### src/rtl/cfrr_pkg.sv
// ----------------------------------------------------------------------------
// cfrr_pkg
// Shared types and constants of the cube face round-robin scheduler.
// ----------------------------------------------------------------------------
package cfrr_pkg;

    localparam int MAX_PROBES      = 16;
    localparam int FACES_PER_PROBE = 6;

    localparam int PROBE_W = 4;
    localparam int FACE_W  = 3;
    localparam int SLICE_W = 7;
    localparam int READY_W = 5;
    localparam int COUNT_W = 5;
    localparam int STALE_W = 7;
    localparam int REQ_W   = 2;

    localparam int S_TDATA_W = 8;
    localparam int M_TDATA_W = 32;

    localparam logic [FACES_PER_PROBE-1:0] ALL_FACES = 6'h3F;
    localparam logic [FACE_W-1:0]          LAST_FACE = 3'd5;

    localparam logic REG_SET_ENABLED = 1'b0;

    typedef enum logic [REQ_W-1:0] {
        REQ_CLEAR     = 2'd0,
        REQ_ADD_PROBE = 2'd1,
        REQ_NEXT_FACE = 2'd2,
        REQ_MARK_PREF = 2'd3
    } req_t;

    typedef enum logic [1:0] {
        ST_IDLE,
        ST_EXEC,
        ST_RESULT
    } state_t;

    typedef struct packed {
        logic capture;
        logic execute;
        logic load_out;
    } cmd_t;

    typedef struct packed {
        logic out_busy;
    } status_t;

endpackage

### src/rtl/cfrr_ctrl.sv
// ----------------------------------------------------------------------------
// cfrr_ctrl
// Sequencer: capture a request, execute it, then load the result register.
// ----------------------------------------------------------------------------
module cfrr_ctrl (
    input  logic              aclk,
    input  logic              aresetn,
    input  logic              s_tvalid,
    output logic              s_tready,
    input  cfrr_pkg::status_t status,
    output cfrr_pkg::cmd_t    cmd
);

    cfrr_pkg::state_t state_reg;
    cfrr_pkg::state_t state_next;

    always_ff @(posedge aclk) begin
        if (!aresetn) begin
            state_reg <= cfrr_pkg::ST_IDLE;
        end else begin
            state_reg <= state_next;
        end
    end

    always_comb begin
        state_next   = state_reg;
        s_tready     = 1'b0;
        cmd.capture  = 1'b0;
        cmd.execute  = 1'b0;
        cmd.load_out = 1'b0;
        unique case (state_reg)
            cfrr_pkg::ST_IDLE: begin
                s_tready = 1'b1;
                if (s_tvalid) begin
                    cmd.capture = 1'b1;
                    state_next  = cfrr_pkg::ST_EXEC;
                end
            end
            cfrr_pkg::ST_EXEC: begin
                cmd.execute = 1'b1;
                state_next  = cfrr_pkg::ST_RESULT;
            end
            cfrr_pkg::ST_RESULT: begin
                if (!status.out_busy) begin
                    cmd.load_out = 1'b1;
                    state_next   = cfrr_pkg::ST_IDLE;
                end
            end
            default: begin
                state_next = cfrr_pkg::ST_IDLE;
            end
        endcase
    end

endmodule

### src/rtl/cfrr_datapath.sv
// ----------------------------------------------------------------------------
// cfrr_datapath
// Probe count, face cursor, face masks, stale counter and result register.
// ----------------------------------------------------------------------------
module cfrr_datapath (
    input  logic                                aclk,
    input  logic                                aresetn,
    input  logic                                enabled,
    input  logic [cfrr_pkg::REQ_W-1:0]          req_in,
    input  logic [cfrr_pkg::PROBE_W-1:0]        sel_in,
    input  cfrr_pkg::cmd_t                      cmd,
    output cfrr_pkg::status_t                   status,
    output logic                                m_tvalid,
    input  logic                                m_tready,
    output logic [cfrr_pkg::M_TDATA_W-1:0]      m_tdata
);

    localparam int NP = cfrr_pkg::MAX_PROBES;
    localparam int NF = cfrr_pkg::FACES_PER_PROBE;

    logic [cfrr_pkg::REQ_W-1:0]   req_reg;
    logic [cfrr_pkg::PROBE_W-1:0] sel_reg;

    logic [cfrr_pkg::COUNT_W-1:0] total_reg,  total_next;
    logic [cfrr_pkg::PROBE_W-1:0] cur_probe_reg, cur_probe_next;
    logic [cfrr_pkg::FACE_W-1:0]  cur_face_reg,  cur_face_next;
    logic [cfrr_pkg::SLICE_W-1:0] cursor_reg, cursor_next;
    logic [cfrr_pkg::STALE_W-1:0] stale_reg,  stale_next;
    logic [NF-1:0]                mask_reg  [NP];
    logic [NF-1:0]                mask_next [NP];

    logic                         res_acc_reg,   res_acc_next;
    logic [cfrr_pkg::PROBE_W-1:0] res_probe_reg, res_probe_next;
    logic [cfrr_pkg::FACE_W-1:0]  res_face_reg,  res_face_next;
    logic [cfrr_pkg::SLICE_W-1:0] res_slice_reg, res_slice_next;

    logic                           m_tvalid_reg;
    logic [cfrr_pkg::M_TDATA_W-1:0] m_tdata_reg;

    logic [cfrr_pkg::COUNT_W-1:0] total_inc;
    logic [cfrr_pkg::COUNT_W-1:0] total_last;
    logic [cfrr_pkg::STALE_W-1:0] total_inc_w;
    logic [cfrr_pkg::READY_W-1:0] ready_probe;

    assign total_inc   = total_reg + cfrr_pkg::COUNT_W'(1);
    assign total_last  = total_reg - cfrr_pkg::COUNT_W'(1);
    assign total_inc_w = cfrr_pkg::STALE_W'(total_inc);

    always_ff @(posedge aclk) begin
        if (cmd.capture) begin
            req_reg <= req_in;
            sel_reg <= sel_in;
        end
    end

    always_comb begin
        total_next     = total_reg;
        cur_probe_next = cur_probe_reg;
        cur_face_next  = cur_face_reg;
        cursor_next    = cursor_reg;
        stale_next     = stale_reg;
        mask_next      = mask_reg;
        res_acc_next   = 1'b0;
        res_probe_next = '0;
        res_face_next  = '0;
        res_slice_next = '0;
        unique case (cfrr_pkg::req_t'(req_reg))
            cfrr_pkg::REQ_CLEAR: begin
                total_next     = '0;
                cur_probe_next = '0;
                cur_face_next  = '0;
                cursor_next    = '0;
                stale_next     = '0;
                for (int p = 0; p < NP; p++) begin
                    mask_next[p] = '0;
                end
            end
            cfrr_pkg::REQ_ADD_PROBE: begin
                if (enabled && total_reg < cfrr_pkg::COUNT_W'(NP)) begin
                    total_next     = total_inc;
                    cur_probe_next = '0;
                    cur_face_next  = '0;
                    cursor_next    = '0;
                    stale_next     = (total_inc_w << 2) + (total_inc_w << 1);
                    res_acc_next   = 1'b1;
                end
            end
            cfrr_pkg::REQ_NEXT_FACE: begin
                if (enabled && total_reg != '0) begin
                    res_acc_next   = 1'b1;
                    res_probe_next = cur_probe_reg;
                    res_face_next  = cur_face_reg;
                    res_slice_next = cursor_reg;
                    mask_next[cur_probe_reg][cur_face_reg] = 1'b1;
                    if (stale_reg != '0) begin
                        stale_next = stale_reg - cfrr_pkg::STALE_W'(1);
                    end
                    if (cur_face_reg == cfrr_pkg::LAST_FACE) begin
                        cur_face_next = '0;
                        if (cfrr_pkg::COUNT_W'(cur_probe_reg) == total_last) begin
                            cur_probe_next = '0;
                            cursor_next    = '0;
                        end else begin
                            cur_probe_next = cur_probe_reg + cfrr_pkg::PROBE_W'(1);
                            cursor_next    = cursor_reg + cfrr_pkg::SLICE_W'(1);
                        end
                    end else begin
                        cur_face_next = cur_face_reg + cfrr_pkg::FACE_W'(1);
                        cursor_next   = cursor_reg + cfrr_pkg::SLICE_W'(1);
                    end
                end
            end
            cfrr_pkg::REQ_MARK_PREF: begin
                if (cfrr_pkg::COUNT_W'(sel_reg) < cfrr_pkg::COUNT_W'(NP)) begin
                    mask_next[sel_reg] = '0;
                end
            end
            default: begin
            end
        endcase
    end

    always_ff @(posedge aclk) begin
        if (!aresetn) begin
            total_reg     <= '0;
            cur_probe_reg <= '0;
            cur_face_reg  <= '0;
            cursor_reg    <= '0;
            stale_reg     <= '0;
            for (int p = 0; p < NP; p++) begin
                mask_reg[p] <= '0;
            end
        end else if (cmd.execute) begin
            total_reg     <= total_next;
            cur_probe_reg <= cur_probe_next;
            cur_face_reg  <= cur_face_next;
            cursor_reg    <= cursor_next;
            stale_reg     <= stale_next;
            mask_reg      <= mask_next;
        end
    end

    always_ff @(posedge aclk) begin
        if (cmd.execute) begin
            res_acc_reg   <= res_acc_next;
            res_probe_reg <= res_probe_next;
            res_face_reg  <= res_face_next;
            res_slice_reg <= res_slice_next;
        end
    end

    always_comb begin
        ready_probe = '1;
        for (int p = NP - 1; p >= 0; p--) begin
            if (cfrr_pkg::COUNT_W'(p) < total_reg && mask_reg[p] == cfrr_pkg::ALL_FACES) begin
                ready_probe = cfrr_pkg::READY_W'(p);
            end
        end
    end

    always_ff @(posedge aclk) begin
        if (!aresetn) begin
            m_tvalid_reg <= 1'b0;
        end else if (cmd.load_out) begin
            m_tvalid_reg <= 1'b1;
        end else if (m_tready) begin
            m_tvalid_reg <= 1'b0;
        end
    end

    always_ff @(posedge aclk) begin
        if (cmd.load_out) begin
            m_tdata_reg <= {stale_reg, total_reg, ready_probe, res_slice_reg,
                            res_face_reg, res_probe_reg, res_acc_reg};
        end
    end

    assign status.out_busy = m_tvalid_reg && !m_tready;
    assign m_tvalid        = m_tvalid_reg;
    assign m_tdata         = m_tdata_reg;

endmodule

### src/rtl/cube_face_round_robin_scheduler.sv
// An input transfer is captured, then executed, then loaded into the result register that drives m_tvalid.
// The controller takes one request at a time through its three-step sequence and accepts no new
// request until the load step is done; a result waiting on m_tready holds it in that step.
// Reset (aresetn low, synchronous): probe count, cursor, stale counter, all face masks
// and the enable register clear; the output channel empties.
// ----------------------------------------------------------------------------
// cube_face_round_robin_scheduler
// Round-robin scheduler of cube face captures over a set of probes.
// ----------------------------------------------------------------------------
module cube_face_round_robin_scheduler (
    input  logic        aclk,
    input  logic        aresetn,
    // probe_select [3:0]
    input  logic [7:0]  s_tdata,
    // req_type [1:0]
    input  logic [1:0]  s_tuser,
    input  logic        s_tvalid,
    output logic        s_tready,
    // accepted [0], out_probe [4:1], out_face [7:5], out_slice [14:8],
    // ready_probe [19:15], count_now [24:20], stale_now [31:25]
    output logic [31:0] m_tdata,
    output logic        m_tvalid,
    input  logic        m_tready,
    input  logic        psel,
    input  logic        penable,
    input  logic        pwrite,
    input  logic [2:0]  paddr,
    input  logic [31:0] pwdata,
    output logic [31:0] prdata,
    output logic        pready
);

    logic              enabled_reg;
    logic              cfg_write;
    cfrr_pkg::cmd_t    cmd;
    cfrr_pkg::status_t status;

    assign pready    = 1'b1;
    assign cfg_write = psel && penable && pwrite && pready
                       && (paddr[2] == cfrr_pkg::REG_SET_ENABLED);

    always_ff @(posedge aclk) begin
        if (!aresetn) begin
            enabled_reg <= 1'b0;
        end else if (cfg_write) begin
            enabled_reg <= pwdata[0];
        end
    end

    assign prdata = (paddr[2] == cfrr_pkg::REG_SET_ENABLED) ? {31'b0, enabled_reg} : 32'b0;

    cfrr_ctrl u_ctrl (
        .aclk     (aclk),
        .aresetn  (aresetn),
        .s_tvalid (s_tvalid),
        .s_tready (s_tready),
        .status   (status),
        .cmd      (cmd)
    );

    cfrr_datapath u_datapath (
        .aclk     (aclk),
        .aresetn  (aresetn),
        .enabled  (enabled_reg),
        .req_in   (s_tuser),
        .sel_in   (s_tdata[3:0]),
        .cmd      (cmd),
        .status   (status),
        .m_tvalid (m_tvalid),
        .m_tready (m_tready),
        .m_tdata  (m_tdata)
    );

endmodule

### config.mk
export PLATFORM = sky130hd
export DESIGN_NAME = cube_face_round_robin_scheduler
export DESIGN_NICKNAME = d
export VERILOG_FILES = /design/src/rtl/cfrr_pkg.sv /design/src/rtl/cfrr_ctrl.sv /design/src/rtl/cfrr_datapath.sv /design/src/rtl/cube_face_round_robin_scheduler.sv
export SDC_FILE = /design/constraint.sdc
export NUM_CORES = 1
export LEC_CHECK = 0
export ABC_CLOCK_PERIOD_IN_PS = 2400
export BUFFER_PORTS_ARGS = -buffer_cell sky130_fd_sc_hd__buf_2
export CAP_MARGIN = 20
export CORE_UTILIZATION = 51
export DETAILED_ROUTE_END_ITERATION = 8
export PLACE_DENSITY = 0.87
export SYNTH_ARGS = -nofsm -noshare
export SYNTH_HDL_FRONTEND = slang
export SYNTH_SLANG_ARGS = --single-unit
export TNS_END_PERCENT = 50
### constraint.sdc
create_clock -name aclk -period 2.4 [get_ports aclk]
set_input_delay 0.12 -clock aclk [delete_from_list [all_inputs] [get_ports aclk]]
set_output_delay 0.12 -clock aclk [all_outputs]
set_load 0.01 [all_outputs]
==> flow_summary.yaml <==
sta:
  final-max-slew-violation-count: 0
  hold_viol: 0
  period_minus_slack_ns: 2.48
  fmax_mhz: 403
  tightest_slew_ns: 0.972
  skew_ns: 0.00886
  rsz0062_at_grt: "true"
  worst_slack_ns: -0.0784
  fin_worst_hold_slack_ns: 0.143
  setup_viol: 11
  period_share_pct: 103
  relSlewSlack_pct: 34.8
critical_path:
  path_class: "register to register"
  crit_required_ns: 2.77
  start_kind: "register"
  cp.arrival_ns: 2.85
  end_kind: "register"
  cp_max_fo: 10
logic_synthesis:
  synthFlopType: "dfxtp_1"
  yosysUniqueCellTypes: 67
  ys_ff_latch: 179
  synth.area.top_cells: "dfxtp_1 32%, edfxtp_1 20%, nor2_1 7.0%"
  synth_edf_count: 53
  yosysSeqAreaShare_pct: 52.3
  ys_warn_count: 0
  synth_cells: 846
  syn_area_um2: 7860
  postSynthAreaPerCell_um2: 9.29
  synth_top_area_share_pct: 32.1
  async_flop_share_pct: 0
  yosys.area.top_type: "dfxtp_1"
global_route:
  grt_usage_pct: 22.8
  grt_remaining_overflow: 0
  grt_max_degree: 33
  grt_pass1_vias: 5865
  grt_first_pass_wirelength_um: 28600
  antenna_found_initial: 0
routing:
  drt_iter0_drc: 531
  vias: 6286
  drc: 0
  wl_per_cell_um: 15.8
  avgViaCountPerCell: 5.66
  ant_nets: 0
  routed_wl_um: 17600
  first_pass_iters: 5
clock_network:
  cts_buffer_depth: 2
  clock_latency_ns: 0.44
  root_buffer: "clkbuf_16"
  htree_num_levels: 4
  cts_tree: "yes"
  cts.sinks: 179
  numCtsBuffers: 17
  cts_setup_buffers: 0
  clk_pin_slew_ns: 0.06
die:
  initial_core_util_pct: 51.9
  fp-row-count: 45
  ios: 119
  placeableCoreArea_um2: 15100
  die-area_um2: 15900
  die_width_um: 126
  die_height_um: 126
placement:
  placedCellCount: 1070
  portBuffers: 49
  detailed_place.area_um2: 8270
  dpl.hpwl_um: 11700
  gp_congestion: 0.919
final_layout:
  largest_reg_flops: 96
  ff_latch_area_um2: 4110
  instances_no_fill: 1111
  final_nets: 979
  area_growth_pct: 14.4
  finalInstanceArea_um2: 8990
  drive_above_1_share_pct: 15.4
  fill_cells: 1214
  multi_input_comb_area_um2: 3350
  antenna_cells: 0
pwr:
  p_leak_nw: 3.44
  ir_drop_v: 0.000543
  p_per_area_nw_per_um2: 713
run:
  drv_cap: 0
status:
  status: "complete, but fails checks"
  failed_checks: "setup timing"
hold_path:
  holdCritPathClass: "primary input to register"
synthesized netlist by cell type, types with 13 or more instances:
master    instances
a21oi_1          95
and2_1           25
buf_4            33
clkbuf_1         28
dfxtp_1         126
edfxtp_1         53
ha_1             17
inv_1            15
nand2_1          67
nand3_1          13
nand4_1          18
nor2_1          147
nor3_1           13
o21ai_0          30
cells in the final DEF (no fill, tap or decap), drive strengths merged, types with 6 or more instances in the layout:
cell         synthesis  layout
a21oi              106     106
a22oi               10      10
and2                25      25
and3                 6       6
buf                 50      84
clkbuf              28      18
conb                 2      32
dfxtp              126     126
dlygate4sd3          0       9
edfxtp              53      53
ha                  17      17
inv                 16      21
nand2               68      68
nand2b              12      12
nand3               13      13
nand4               19      19
nor2               148     148
nor2b                8       8
nor3                16      16
o21ai               31      31
xnor2               12      12
xor2                12      12
cell type report:
type	count	area share, %
Sequential cell	179	45.7
Inverter	17	0.710
Timing Repair Buffer	93	6.65
Clock buffer	18	4.77
Tap cell	188	2.62
Multi-Input combinational cell	602	37.3
Clock inverter	14	2.23
worst max-delay path: stages (launching register included):
cell	delay (ns)
edfxtp_1	0.42
inv_1	0.11
ha_1	0.16
inv_1	0.06
nor2_1	0.17
nand4_2	0.23
nor3b_2	0.80
buf_4	0.29
a21oi_1	0.07
nor2_1	0.09
per-layer routing:
metal	routed length [um]	global-route usage, %
met5	0	0
met1	7450	28.0
met2	8630	38.4
met3	1060	4.63
met4	422	11.1
per-stage QoR:
stage | TNS, ns | power (mW) | util, % | setup WS, ns
6_report | -0.612 | 6.42 | 59.4 | -0.0784
5_1_grt | -2.03 | 6.61 | 59.4 | -0.170
4_1_cts | -0.0601 | 6.42 | 59.4 | -0.0133
3_5_place_dp | 0 | 3.50 | 54.6 | 0.0331
3_3_place_gp | 0 | 3.49 | 54.6 | 0.0757
2_1_floorplan | 0 | 3.44 | - | 0.0524
worst paths after layout:
kind	startpoint	endpoint	slack (ns)	cells after the start
worst max-delay path	u_datapath.req_reg[0]	u_datapath.mask_reg[80]	-0.08	9
worst max register to register	u_datapath.req_reg[0]	u_datapath.mask_reg[80]	-0.08	9
worst min-delay path	penable	enabled_reg	0.14	4
worst min register to register	u_datapath.res_face_reg[1]	u_datapath.m_tdata[6]	0.42	0
cells by family after synthesis:
logic type / after synthesis / share of synthesized area (%)
xor+xnor: 24 / 2.67
compound gates: 186 / 14.4
other cells: 2 / 0.0955
mux: 4 / 0.525
fa+ha+maj: 18 / 2.83
buf+inv: 95 / 6.59
flops: 179 / 52.3
simple gates: 338 / 20.6
timing repair:
item | CTS | global route
endpoints found under the setup margin | 3 | 21
hold buffers | 9 | 0
pin swaps | 0 | 0
resized for setup | 1 | 1
hold endpoints to repair | 9 | 0
where the power goes:
part	internal [mW]	total, mW	switching, mW
sequential	3.14	3.16	0.0174
combinational	0.0895	0.287	0.198
clock	1.76	2.97	1.21
No activity file was read; power rests on OpenSTA's default activity.
